`src/rtl/hbrp_pkg.sv`:
```
package hbrp_pkg;

  localparam int VALUE_BITS = 63;
  localparam int SIZE_BITS  = 64;
  localparam int OUT_BITS   = 63;
  localparam int ACC_BITS   = VALUE_BITS + 4;

  localparam logic [2:0] PREFIX_LEN = 3'd6;

  localparam logic CMD_BYTE = 1'b0;
  localparam logic CMD_END  = 1'b1;

  localparam logic [1:0] ST_MALFORMED = 2'd0;
  localparam logic [1:0] ST_UNSAT     = 2'd1;
  localparam logic [1:0] ST_OK        = 2'd2;

  localparam logic [7:0] CH_DASH  = 8'h2d;
  localparam logic [7:0] CH_ZERO  = 8'h30;
  localparam logic [7:0] CH_NINE  = 8'h39;
  localparam logic [7:0] CH_SPACE = 8'h20;
  localparam logic [7:0] CH_TAB   = 8'h09;
  localparam logic [7:0] CH_CR    = 8'h0d;

  typedef enum logic [1:0] {
    PH_LEAD,
    PH_PREFIX,
    PH_FIRST,
    PH_LAST
  } phase_t;

  function automatic logic [7:0] prefix_char(input logic [2:0] pos);
    logic [7:0] c;
    case (pos)
      3'd0:    c = 8'h62;
      3'd1:    c = 8'h79;
      3'd2:    c = 8'h74;
      3'd3:    c = 8'h65;
      3'd4:    c = 8'h73;
      3'd5:    c = 8'h3d;
      default: c = 8'h00;
    endcase
    return c;
  endfunction

endpackage

```
`src/rtl/http_byte_range_parser_top.sv`:
```
// Parses an HTTP Range header holding one byte range. Each input word carries one
// header character (tuser low) or an end-of-header marker (tuser high). Leading and
// trailing whitespace is skipped; the text must read "bytes=", an optional decimal
// first position, a dash and an optional decimal last position, with at least one
// position present. Positions saturate at 2^63-1. On end of header one result word
// gives the status (malformed, unsatisfiable, satisfiable) and, when satisfiable,
// the start and inclusive end resolved against resource_size (suffix form, open end,
// end clamped to size-1); the parser then starts over. resource_size resets to -1
// (unknown); the user must write it through cfg_wr_en/cfg_wr_data only while the
// block is idle, as the block itself does not enforce this. Rate: one word per clock
// while no end-of-header word is held back. A word is registered at the input, then
// the character is folded into the parse state (one multiply-by-ten accumulate) or
// the range is resolved (wide subtracts and compares), and the result sits in an
// output register that drives out_tvalid. An end-of-header word waits in the
// input register, holding in_tready low, until an earlier result word is taken.
module http_byte_range_parser_top
  import hbrp_pkg::*;
(
  input  logic                 clk,
  input  logic                 rst_n,
  input  logic                 cfg_wr_en,
  input  logic [SIZE_BITS-1:0] cfg_wr_data,
  input  logic                 in_tvalid,
  output logic                 in_tready,
  input  logic [7:0]           in_tdata,   // header_byte
  input  logic                 in_tuser,   // command
  output logic                 out_tvalid,
  input  logic                 out_tready,
  output logic [127:0]         out_tdata   // range_status, range_start, range_end
);

  logic [SIZE_BITS-1:0]  size_r;
  logic                  in_valid_r;
  logic                  cmd_r;
  logic [7:0]            byte_r;

  phase_t                phase_r, phase_nxt;
  logic [2:0]            pos_r, pos_nxt;
  logic [VALUE_BITS-1:0] first_r, first_nxt;
  logic [VALUE_BITS-1:0] last_r, last_nxt;
  logic                  first_seen_r, first_seen_nxt;
  logic                  last_seen_r, last_seen_nxt;
  logic                  failed_r, failed_nxt;
  logic                  trail_r, trail_nxt;

  logic                  out_valid_r;
  logic [1:0]            status_r, status_nxt;
  logic [OUT_BITS-1:0]   start_r, start_nxt;
  logic [OUT_BITS-1:0]   end_r, end_nxt;

  logic                  stage_go;
  logic                  is_ws;
  logic                  is_digit;
  phase_t                ph_eff;
  logic [2:0]            pos_eff;
  logic [VALUE_BITS-1:0] acc_in;
  logic [ACC_BITS-1:0]   acc_sum;
  logic [VALUE_BITS-1:0] acc_out;

  logic [SIZE_BITS-1:0]  first_w, last_w, size_m1, start_w, end_w;

  assign stage_go  = in_valid_r && (cmd_r == CMD_BYTE || !out_valid_r || out_tready);
  assign in_tready = !in_valid_r || stage_go;

  // multiply-by-ten accumulate with saturation
  assign is_ws    = (byte_r == CH_SPACE) || (byte_r >= CH_TAB && byte_r <= CH_CR);
  assign is_digit = (byte_r >= CH_ZERO) && (byte_r <= CH_NINE);
  assign ph_eff   = (phase_r == PH_LEAD) ? PH_PREFIX : phase_r;
  assign pos_eff  = (phase_r == PH_LEAD) ? 3'd0 : pos_r;
  assign acc_in   = (ph_eff == PH_FIRST) ? first_r : last_r;
  assign acc_sum  = ({4'd0, acc_in} << 3) + ({4'd0, acc_in} << 1)
                  + ACC_BITS'(byte_r - CH_ZERO);
  assign acc_out  = (acc_sum[ACC_BITS-1:VALUE_BITS] != '0) ? {VALUE_BITS{1'b1}}
                  : acc_sum[VALUE_BITS-1:0];

  always_comb begin
    phase_nxt      = phase_r;
    pos_nxt        = pos_r;
    first_nxt      = first_r;
    last_nxt       = last_r;
    first_seen_nxt = first_seen_r;
    last_seen_nxt  = last_seen_r;
    failed_nxt     = failed_r;
    trail_nxt      = trail_r;
    if (cmd_r == CMD_END) begin
      phase_nxt      = PH_LEAD;
      pos_nxt        = 3'd0;
      first_nxt      = '0;
      last_nxt       = '0;
      first_seen_nxt = 1'b0;
      last_seen_nxt  = 1'b0;
      failed_nxt     = 1'b0;
      trail_nxt      = 1'b0;
    end else if (failed_r) begin
    end else if (is_ws) begin
      if (phase_r != PH_LEAD) begin
        trail_nxt = 1'b1;
      end
    end else if (trail_r) begin
      failed_nxt = 1'b1;
    end else if (ph_eff == PH_PREFIX) begin
      phase_nxt = PH_PREFIX;
      if (byte_r == prefix_char(pos_eff)) begin
        pos_nxt = pos_eff + 3'd1;
        if (pos_eff + 3'd1 == PREFIX_LEN) begin
          phase_nxt = PH_FIRST;
        end
      end else begin
        failed_nxt = 1'b1;
      end
    end else if (is_digit) begin
      if (ph_eff == PH_FIRST) begin
        first_nxt      = acc_out;
        first_seen_nxt = 1'b1;
      end else begin
        last_nxt      = acc_out;
        last_seen_nxt = 1'b1;
      end
    end else if (byte_r == CH_DASH && ph_eff == PH_FIRST) begin
      phase_nxt = PH_LAST;
    end else begin
      failed_nxt = 1'b1;
    end
  end

  // range resolution
  assign first_w = SIZE_BITS'(first_r);
  assign last_w  = SIZE_BITS'(last_r);
  assign size_m1 = size_r - SIZE_BITS'(1);
  assign start_w = first_seen_r ? first_w
                 : ((last_w >= size_r) ? '0 : size_r - last_w);
  assign end_w   = (!first_seen_r || !last_seen_r || last_w >= size_r) ? size_m1 : last_w;

  always_comb begin
    status_nxt = ST_OK;
    if (failed_r || phase_r != PH_LAST || (!first_seen_r && !last_seen_r)) begin
      status_nxt = ST_MALFORMED;
    end else if (size_r[SIZE_BITS-1]) begin
      status_nxt = ST_UNSAT;
    end else if (!first_seen_r) begin
      if (last_w == '0 || size_r == '0) begin
        status_nxt = ST_UNSAT;
      end
    end else if (first_w >= size_r || (last_seen_r && last_w < first_w)) begin
      status_nxt = ST_UNSAT;
    end
    start_nxt = (status_nxt == ST_OK) ? start_w[OUT_BITS-1:0] : '0;
    end_nxt   = (status_nxt == ST_OK) ? end_w[OUT_BITS-1:0] : '0;
  end

  always_ff @(posedge clk) begin
    if (!rst_n) begin
      size_r       <= '1;
      in_valid_r   <= 1'b0;
      out_valid_r  <= 1'b0;
      phase_r      <= PH_LEAD;
      pos_r        <= 3'd0;
      first_r      <= '0;
      last_r       <= '0;
      first_seen_r <= 1'b0;
      last_seen_r  <= 1'b0;
      failed_r     <= 1'b0;
      trail_r      <= 1'b0;
    end else begin
      if (cfg_wr_en) begin
        size_r <= cfg_wr_data;
      end
      if (in_tready) begin
        in_valid_r <= in_tvalid;
      end
      if (stage_go) begin
        phase_r      <= phase_nxt;
        pos_r        <= pos_nxt;
        first_r      <= first_nxt;
        last_r       <= last_nxt;
        first_seen_r <= first_seen_nxt;
        last_seen_r  <= last_seen_nxt;
        failed_r     <= failed_nxt;
        trail_r      <= trail_nxt;
      end
      if (stage_go && cmd_r == CMD_END) begin
        out_valid_r <= 1'b1;
      end else if (out_tready) begin
        out_valid_r <= 1'b0;
      end
    end
  end

  always_ff @(posedge clk) begin
    if (in_tready && in_tvalid) begin
      cmd_r  <= in_tuser;
      byte_r <= in_tdata;
    end
    if (stage_go && cmd_r == CMD_END) begin
      status_r <= status_nxt;
      start_r  <= start_nxt;
      end_r    <= end_nxt;
    end
  end

  assign out_tvalid = out_valid_r;
  assign out_tdata  = {end_r, start_r, status_r};

  a_ok_ordered: assert property (@(posedge clk) disable iff (!rst_n)
    out_valid_r && status_r == ST_OK |-> start_r <= end_r)
    else $error("satisfiable range with start past end");

  a_zero_unless_ok: assert property (@(posedge clk) disable iff (!rst_n)
    out_valid_r && status_r != ST_OK |-> start_r == '0 && end_r == '0)
    else $error("nonzero range on failed status");

  a_status_code: assert property (@(posedge clk) disable iff (!rst_n)
    out_valid_r |-> status_r == ST_MALFORMED || status_r == ST_UNSAT || status_r == ST_OK)
    else $error("undefined status code");

  a_prefix_done: assert property (@(posedge clk) disable iff (!rst_n)
    phase_r == PH_FIRST || phase_r == PH_LAST |-> pos_r == PREFIX_LEN)
    else $error("number phase without complete prefix");

  a_clear_after_end: assert property (@(posedge clk) disable iff (!rst_n)
    stage_go && cmd_r == CMD_END |=> phase_r == PH_LEAD && !failed_r && !trail_r)
    else $error("parse state not cleared after end of header");

endmodule

```
`config.mk`:
```
export PLATFORM = sky130hd
export DESIGN_NAME = http_byte_range_parser_top
export DESIGN_NICKNAME = d
export VERILOG_FILES = /design/src/rtl/hbrp_pkg.sv /design/src/rtl/http_byte_range_parser_top.sv
export SDC_FILE = /design/constraint.sdc
export NUM_CORES = 1
export LEC_CHECK = 0
export BUFFER_PORTS_ARGS = -buffer_cell sky130_fd_sc_hd__buf_2
export CAP_MARGIN = 5
export CORE_MARGIN = 3
export CORE_UTILIZATION = 55
export DETAILED_ROUTE_END_ITERATION = 7
export GPL_ROUTABILITY_DRIVEN = 0
export PLACE_DENSITY = 0.84
export SYNTH_ARGS = -nofsm -noshare
export SYNTH_HDL_FRONTEND = slang
export SYNTH_SLANG_ARGS = --single-unit
export TNS_END_PERCENT = 100
```
`constraint.sdc`:
```
create_clock -name clk -period 7.5 [get_ports clk]
set_input_delay 0.75 -clock clk [delete_from_list [all_inputs] [get_ports clk]]
set_output_delay 0.75 -clock clk [all_outputs]
set_load 0.03 [all_outputs]
```
==> results of run 1 <==
==> flip-flops by register name (all words and copies together) (netlist names) <==
| register | count |
|---|---|
| size_r | 64 |
| end_r | 63 |
| first_r | 63 |
| last_r | 63 |
| start_r | 63 |
| byte_r | 8 |
| pos_r | 3 |
| phase_r | 2 |
| status_r | 2 |
| cmd_r | 1 |
| failed_r | 1 |
| first_seen_r | 1 |
| in_valid_r | 1 |
| last_seen_r | 1 |
| out_tvalid | 1 |
| trail_r | 1 |
==> report_power, final <==
part           internal (mW)  switching, mW
clock                   1.05          0.813
combinational          0.235          0.470
sequential              1.95         0.0464
==> synthesized netlist by cell type (45+ instances only) <==
cell type and number:
a21oi_1 322, nand3_1 49, o21ai_0 118, a22oi_1 51
inv_1 354, nand2_1 280, a211oi_1 79, edfxtp_1 137
dfxtp_1 201, o211ai_1 86, a21o_1 122, a221o_1 62
ha_1 330, nor4_1 45, fa_1 63, nor2_1 301
xnor2_1 130, nand4_1 73, nor3_1 84, clkbuf_1 146
==> through the flow <==
| step | worst slack, ns | power (mW) | utilization | hold WS [ns] |
|---|---|---|---|---|
| final | 0.931 | 4.56 | 0.612 | 0.346 |
| after global routing | 0.706 | 4.69 | 0.612 | 0.337 |
| after CTS | 1.19 | 4.54 | 0.612 | 0.320 |
| after detailed placement | 1.21 | 2.71 | 0.588 | 0.523 |
| after global placement | 1.29 | 2.70 | 0.588 | 0.518 |
| after floorplan | 0.262 | 2.52 | - | 0.486 |
==> worst reg2reg max path: stages, from the launching register on <==
cell	delay [ns]
dfxtp_1	0.49
inv_1	0.16
nor2_4	0.61
buf_12	0.29
buf_4	0.21
nor2_1	0.06
a21oi_1	0.29
fa_1	0.47
inv_1	0.07
ha_1	0.26
nand4_1	0.27
and4b_1	0.36
nand2_1	0.12
a211oi_1	0.41
o21ai_1	0.17
and4b_1	0.21
nor3_1	0.28
nor4_2	0.12
a21oi_1	1.18
buf_4	0.35
a221o_1	0.13
==> worst max path at each step <==
stage                    start     endpoint
global placement     byte_r[4]    last_r[7]
CTS                 phase_r[1]    last_r[0]
global route        phase_r[1]    last_r[1]
finish              phase_r[1]    last_r[0]
floorplan            byte_r[5]  first_r[20]
detailed placement  phase_r[1]    last_r[0]
==> logic make-up (layout without fill, tap and decap cells) <==
kind of cell,count (synthesis),count (layout),synth area share
buffers and inverters,533,659,0.0714
XOR/XNOR,173,173,0.0525
AND/OR/NAND/NOR,991,991,0.162
AO/OA/AOI/OAI,1051,1051,0.242
flip-flops,338,338,0.282
multiplexers,10,10,0.00351
adder cells (fa/ha/maj),393,393,0.187
==> routing by layer <==
layer  global-route usage  share of wire  vias to the layer above
met5              0.00346        0.00014                        -
met4                0.134          0.049                        2
met3               0.0785           0.14                      315
met2                0.479           0.41                     2032
met1                0.466           0.40                    13200
li1                     -              -                    12800
==> area by class of cell <==
| type | count | area (um^2) |
|---|---|---|
| Clock buffer | 49 | 1020 |
| Clock inverter | 17 | 188 |
| Fill cell | 4275 | 20000 |
| Inverter | 355 | 1340 |
| Multi-Input combinational cell | 2618 | 18700 |
| Sequential cell | 338 | 8140 |
| Tap cell | 680 | 851 |
| Timing Repair Buffer | 238 | 1300 |
==> summary.md, run 1 <==
| Metric | Value |
|---|---|
| Number of global-route vias before repair | `26000` |
| Post-CTS sizing | `0` |
| Worst path cell trace | `inv_1 > nor2_4 > buf_12 > buf_4 > nor2_1 > a21oi_1 > fa_1 > inv_1 > ha_1 > nand4_1 > and4b_1 > nand2_1 > a211oi_1 > o21ai_1 > and4b_1 > nor3_1 > nor4_2 > a21oi_1 > buf_4 > a221o_1` |
| Die height | `235 um` |
| Post-synth top area share | `0.143` |
| Top cells by area, synth | `ha_1 (14%), edfxtp_1 (14%), dfxtp_1 (14%), a21oi_1 (5.6%), inv_1 (4.6%)` |
| Final WL | `95.0 mm` |
| Critical path data required time | `8.02 ns` |
| # nets final | `4058` |
| Die width | `235 um` |
| First-pass iteration count of the detailed router | `7` |
| Hold path endpoint | `byte_r[6]` |
| # H-tree levels | `2` |
| Placed cell area | `30400 um^2` |
| Via/cell ratio | `6.58` |
| Worst setup SP type | `flop` |
| Clk_skew | `0.0303 ns` |
| Hold_buf cts | `0` |
| Crit path depth | `20` |
| Gr usage total | `0.328` |
| CTS buffer count | `36` |
| Async SR Flop Fraction | `0` |
| Top delay family on crit path | `compound AO/OA/AOI/OAI gates` |
| Pwr Density | `145 nW/um^2` |
| CTS clk-pin slew, worst paths | `0.06 ns` |
| Syn_nets | `3960` |
| Max-cap violations | `1` |
| Worst vdd ir | `124 uV` |
| Reg2reg setup slack | `0.93 ns` |
| WP buf/inv | `5` |
| Overflow after GRT | `0` |
| Fin crit period | `6.57 ns` |
| Starting Density | `0.560` |
| Reg2reg end | `last_r[0]` |
| Die area | `55300 um^2` |
| Non-Filler Instances | `4295` |
| Ys flop type | `dfxtp_1` |
| Unrepaired setup endpoints after global routing | `no` |
| Hold Fails Final Rpt | `0` |
| CTS tree | `built` |
| Sequential fraction of the synthesis area | `0.282` |
| Largest area contributor in the netlist | `ha_1` |
| Hold crit path type | `input pin to flop` |
| Dpl hpwl | `73.7 mm` |
| Slew Viols, Final | `0` |
| Core Area | `51600 um^2` |
| DP Cell Count | `4229` |
| Commonest cells after routing, fill and taps aside | `inv_1 (353), ha_1 (330), a21oi_1 (321), nor2_1 (299), nand2_1 (280)` |
| Area Growth Syn to Fin | `9.35%` |
| Clk buf depth | `3` |
| Post-CTS setup buffers | `0` |
| CTS root buffer | `clkbuf_16` |
| Slew headroom | `0.00233` |
| Final setup violation count | `0` |
| Fin Setup TNS | `0 ns` |
| Period utilisation layout | `0.876` |
| Largest net degree at the start of global routing | `78` |
| Diodes inserted | `0` |
| Synthesis Warnings | `0` |
| Worst hold path cell count | `1` |
| Antenna violations before repair | `1` |
| Commonest non-fill, non-tap cell in the layout | `inv_1` |
| Post-Synthesis Cells | `3489` |
| CP max stage delay | `1.18 ns` |
| Worst Path Class, Setup | `flop to flop` |
| Reg2reg path depth | `20` |
| Wire per inst | `22.1 um` |
| Detailed-route via count | `28300` |
| # port buffers | `207` |
| Syn Std Cell Area | `28900 um^2` |
| EDFF count, synth | `137` |
| First-pass GRT wire length | `146 mm` |
| Worst setup EP type | `flop` |
| Hold path start | `in_tdata[6]` |
| Worst path slowest cell | `a21oi_1` |
| # rows | `83` |
| Worst Path Arrival | `7.09 ns` |
| Yosys cell types | `81` |
| Worst Max-Slew Pin Slew | `1.50 ns` |
| Status | `finished with violations` |
| LEAKAGE | `14.3 nW` |
| Max FO, Critical Path | `38` |
| Syn Area/Cell | `8.28 um^2` |
| Reg-to-Reg Start | `phase_r[1]` |
| Post-Layout Inst Area | `31600 um^2` |
| Worst-skew pair later-pin latency | `0.58 ns` |
| FMAX | `152 MHz` |
| DR DRC count | `0` |
| Share of cells above drive strength 1 | `0.0932` |
| Clk sinks | `338` |
| Final ANT Viol Nets | `0` |
| Iteration-0 DRC Markers | `4163` |
| IO Pins | `208` |
| Post-synthesis register bit count | `338` |
| Failing checks | `max-capacitance violations` |
Power figures use the tool's default switching activity.
==> run 2: changes to the inputs <==
--- a/config.mk
+++ b/config.mk
@@ -11,7 +11,9 @@
 export CORE_UTILIZATION = 55
 export DETAILED_ROUTE_END_ITERATION = 7
 export GPL_ROUTABILITY_DRIVEN = 0
-export PLACE_DENSITY = 0.84
+export PLACE_DENSITY = 0.86
+export REMOVE_ABC_BUFFERS = 1
+export SKIP_CTS_REPAIR_TIMING = 1
 export SYNTH_ARGS = -nofsm -noshare
 export SYNTH_HDL_FRONTEND = slang
 export SYNTH_SLANG_ARGS = --single-unit
==> summary.md, run 2 (synthesized netlist as in run 1, its figures left out) <==
| Metric | Value |
|---|---|
| Status | `finished with violations` |
| Failing checks | `design-rule violations` |
| Placed cell area | `30400 um^2 (about the same)` |
| Hold crit path type | `input pin to flop` |
| Detailed-route via count | `27700 (-2.1%)` |
| Critical path data required time | `7.89 ns (-0.13 ns)` |
| Fill cell total of the finished layout | `4346 (+1.7%)` |
| Antenna violations before repair | `0 (-1)` |
| Multi-input logic area | `18700 um^2 (about the same)` |
| Hold path endpoint | `byte_r[0]` |
| Die width | `235 um (unchanged)` |
| Reg area | `8140 um^2 (unchanged)` |
| Via/cell ratio | `6.44 (-2.2%)` |
| CTS tree | `built` |
| Reg-to-Reg Start | `phase_r[1]` |
| Max reg flops | `64 (unchanged)` |
| Iteration-0 DRC Markers | `3224 (-23%)` |
| Final setup violation count | `0 (unchanged)` |
| Non-Filler Instances | `4301 (+0.14%)` |
| Worst path cell trace | `inv_1 > nor2_4 > buf_4 > nor2_1 > a21oi_1 > fa_1 > inv_1 > ha_1 > a21oi_1 > o21ai_0 > a311oi_1 > a2111oi_4 > o2111ai_2 > o21ai_2 > mux2i_1 > or4_1 > o21ai_2 > o221ai_1` |
| Die area | `55300 um^2 (unchanged)` |
| Hold Fails Final Rpt | `0 (unchanged)` |
| Fin Setup TNS | `0 ns (unchanged)` |
| Clk sinks | `338 (unchanged)` |
| First-pass iteration count of the detailed router | `8 (+1)` |
| Top delay family on crit path | `compound AO/OA/AOI/OAI gates` |
| LEAKAGE | `14.3 nW (about the same)` |
| Period utilisation layout | `0.846 (-0.0301)` |
| Reg2reg path depth | `18 (-10%)` |
| # nets final | `4062 (+0.099%)` |
| DP Cell Count | `4230 (+0.024%)` |
| Final ANT Viol Nets | `0 (unchanged)` |
| Reg with most FFs | `size_r` |
| Total Power | `4.53 mW (-0.80%)` |
| Dpl hpwl | `69.4 mm (-5.8%)` |
| IO Pins | `208 (unchanged)` |
| CP max stage delay | `0.75 ns (-0.43 ns)` |
| CTS clk-pin slew, worst paths | `0.06 ns (about the same)` |
| Reg2reg end | `first_r[42]` |
| Clk_skew | `0.0277 ns (-0.00263 ns)` |
| Worst vdd ir | `135 uV (+8.5%)` |
| DR DRC count | `5 (+5)` |
| Worst setup SP type | `flop` |
| Post-route setup slack | `1.16 ns (+0.226 ns)` |
| Largest net degree at the start of global routing | `77 (-1.3%)` |
| Hold path start | `in_tdata[0]` |
| # H-tree levels | `2 (unchanged)` |
| Core Area | `51600 um^2 (unchanged)` |
| Fin crit period | `6.34 ns (-0.226 ns)` |
| Worst Path Arrival | `6.74 ns (-0.35 ns)` |
| Worst setup EP type | `flop` |
| Worst Max-Slew Pin Slew | `1.31 ns (-0.185 ns)` |
| Worst-skew pair later-pin latency | `0.58 ns (about the same)` |
| Unrepaired setup endpoints after global routing | `no` |
| # port buffers | `207 (unchanged)` |
| Clk buf depth | `3 (unchanged)` |
| Pwr Density | `143 nW/um^2 (-0.76%)` |
| Final WL | `90.7 mm (-4.5%)` |
| Overflow after GRT | `0 (unchanged)` |
| CTS buffer count | `39 (+8.3%)` |
| Gr usage total | `0.315 (-0.0129)` |
| Worst Path Class, Setup | `flop to flop` |
| Worst path slowest cell | `o21ai_2` |
| Slew Viols, Final | `0 (unchanged)` |
| Share of cells above drive strength 1 | `0.0942 (+0.000976)` |
| Post-Layout Inst Area | `31600 um^2 (about the same)` |
| Slew headroom | `0.123 (+0.120)` |
| Reg2reg setup slack | `1.16 ns (+0.23 ns)` |
| Max-cap violations | `0 (-1)` |
| DP Worst Slack | `1.28 ns (+0.0691 ns)` |
| First-pass GRT wire length | `143 mm (-2.4%)` |
| Wire per inst | `21.1 um (-4.7%)` |
| Die height | `235 um (unchanged)` |
| WP buf/inv | `3 (-2)` |
| Area Growth Syn to Fin | `9.30% (about the same)` |
| FMAX | `158 MHz (+3.6%)` |
| Number of global-route vias before repair | `26400 (+1.6%)` |
| Max FO, Critical Path | `55 (+45%)` |
| Commonest cells after routing, fill and taps aside | `inv_1 (353), ha_1 (330), a21oi_1 (321), nor2_1 (299), nand2_1 (280)` |
| Worst hold path cell count | `1 (unchanged)` |
| Commonest non-fill, non-tap cell in the layout | `inv_1` |
| Starting Density | `0.560 (unchanged)` |
| CTS root buffer | `clkbuf_16` |
| # rows | `83 (unchanged)` |
run 2: cell count changes in the layout (fill, tap and decap cells not counted), sizes merged:
cell	previous run	this run
bufinv	2	0
diode	0	1
clkinvlp	1	4
clkinv	10	14
buf	238	239
clkbuf	49	48
run 2: power by group:
| group | switching [mW] | internal [mW] | total [mW] |
|---|---|---|---|
| clock | 0.817 | 1.03 | 1.84 |
| sequential | 0.0416 | 1.95 | 2.00 |
| combinational | 0.454 | 0.235 | 0.689 |
| total | 1.31 | 3.21 | 4.53 |
run 2: worst max-delay path by stage:
stage | start | end | slack (ns) | cells past startpoint
2_1_floorplan | phase_r[1] | first_r[0] | -2.30 | 16
3_3_place_gp | byte_r[4] | first_r[22] | 1.50 | 16
3_5_place_dp | byte_r[4] | first_r[22] | 1.28 | 16
4_1_cts | byte_r[4] | first_r[22] | 1.22 | 16
5_1_grt | phase_r[1] | first_r[38] | 0.58 | 18
6_report | phase_r[1] | first_r[42] | 1.16 | 18
run 2: final cells by class:
| class | instances | share of cell area |
|---|---|---|
| multi-input combinational | 2618 | 0.594 |
| sequential | 338 | 0.258 |
| inverter | 355 | 0.0424 |
| timing repair buffer | 239 | 0.0405 |
| clock buffer | 48 | 0.0340 |
| tap | 680 | 0.0270 |
| clock inverter | 22 | 0.00436 |
| antenna | 1 | 0.0000793 |
run 2: layer usage:
metal | part of all wire | track usage
met1 | 0.39 | 0.408
met2 | 0.44 | 0.498
met3 | 0.11 | 0.0712
met4 | 0.057 | 0.157
met5 | 0 | 0
run 2: stage by stage:
stage          hold WS (ns)   util
2_1_floorplan         0.486      -
3_3_place_gp          0.518  0.588
3_5_place_dp          0.530  0.588
4_1_cts               0.343  0.612
5_1_grt               0.347  0.612
6_report              0.363  0.612
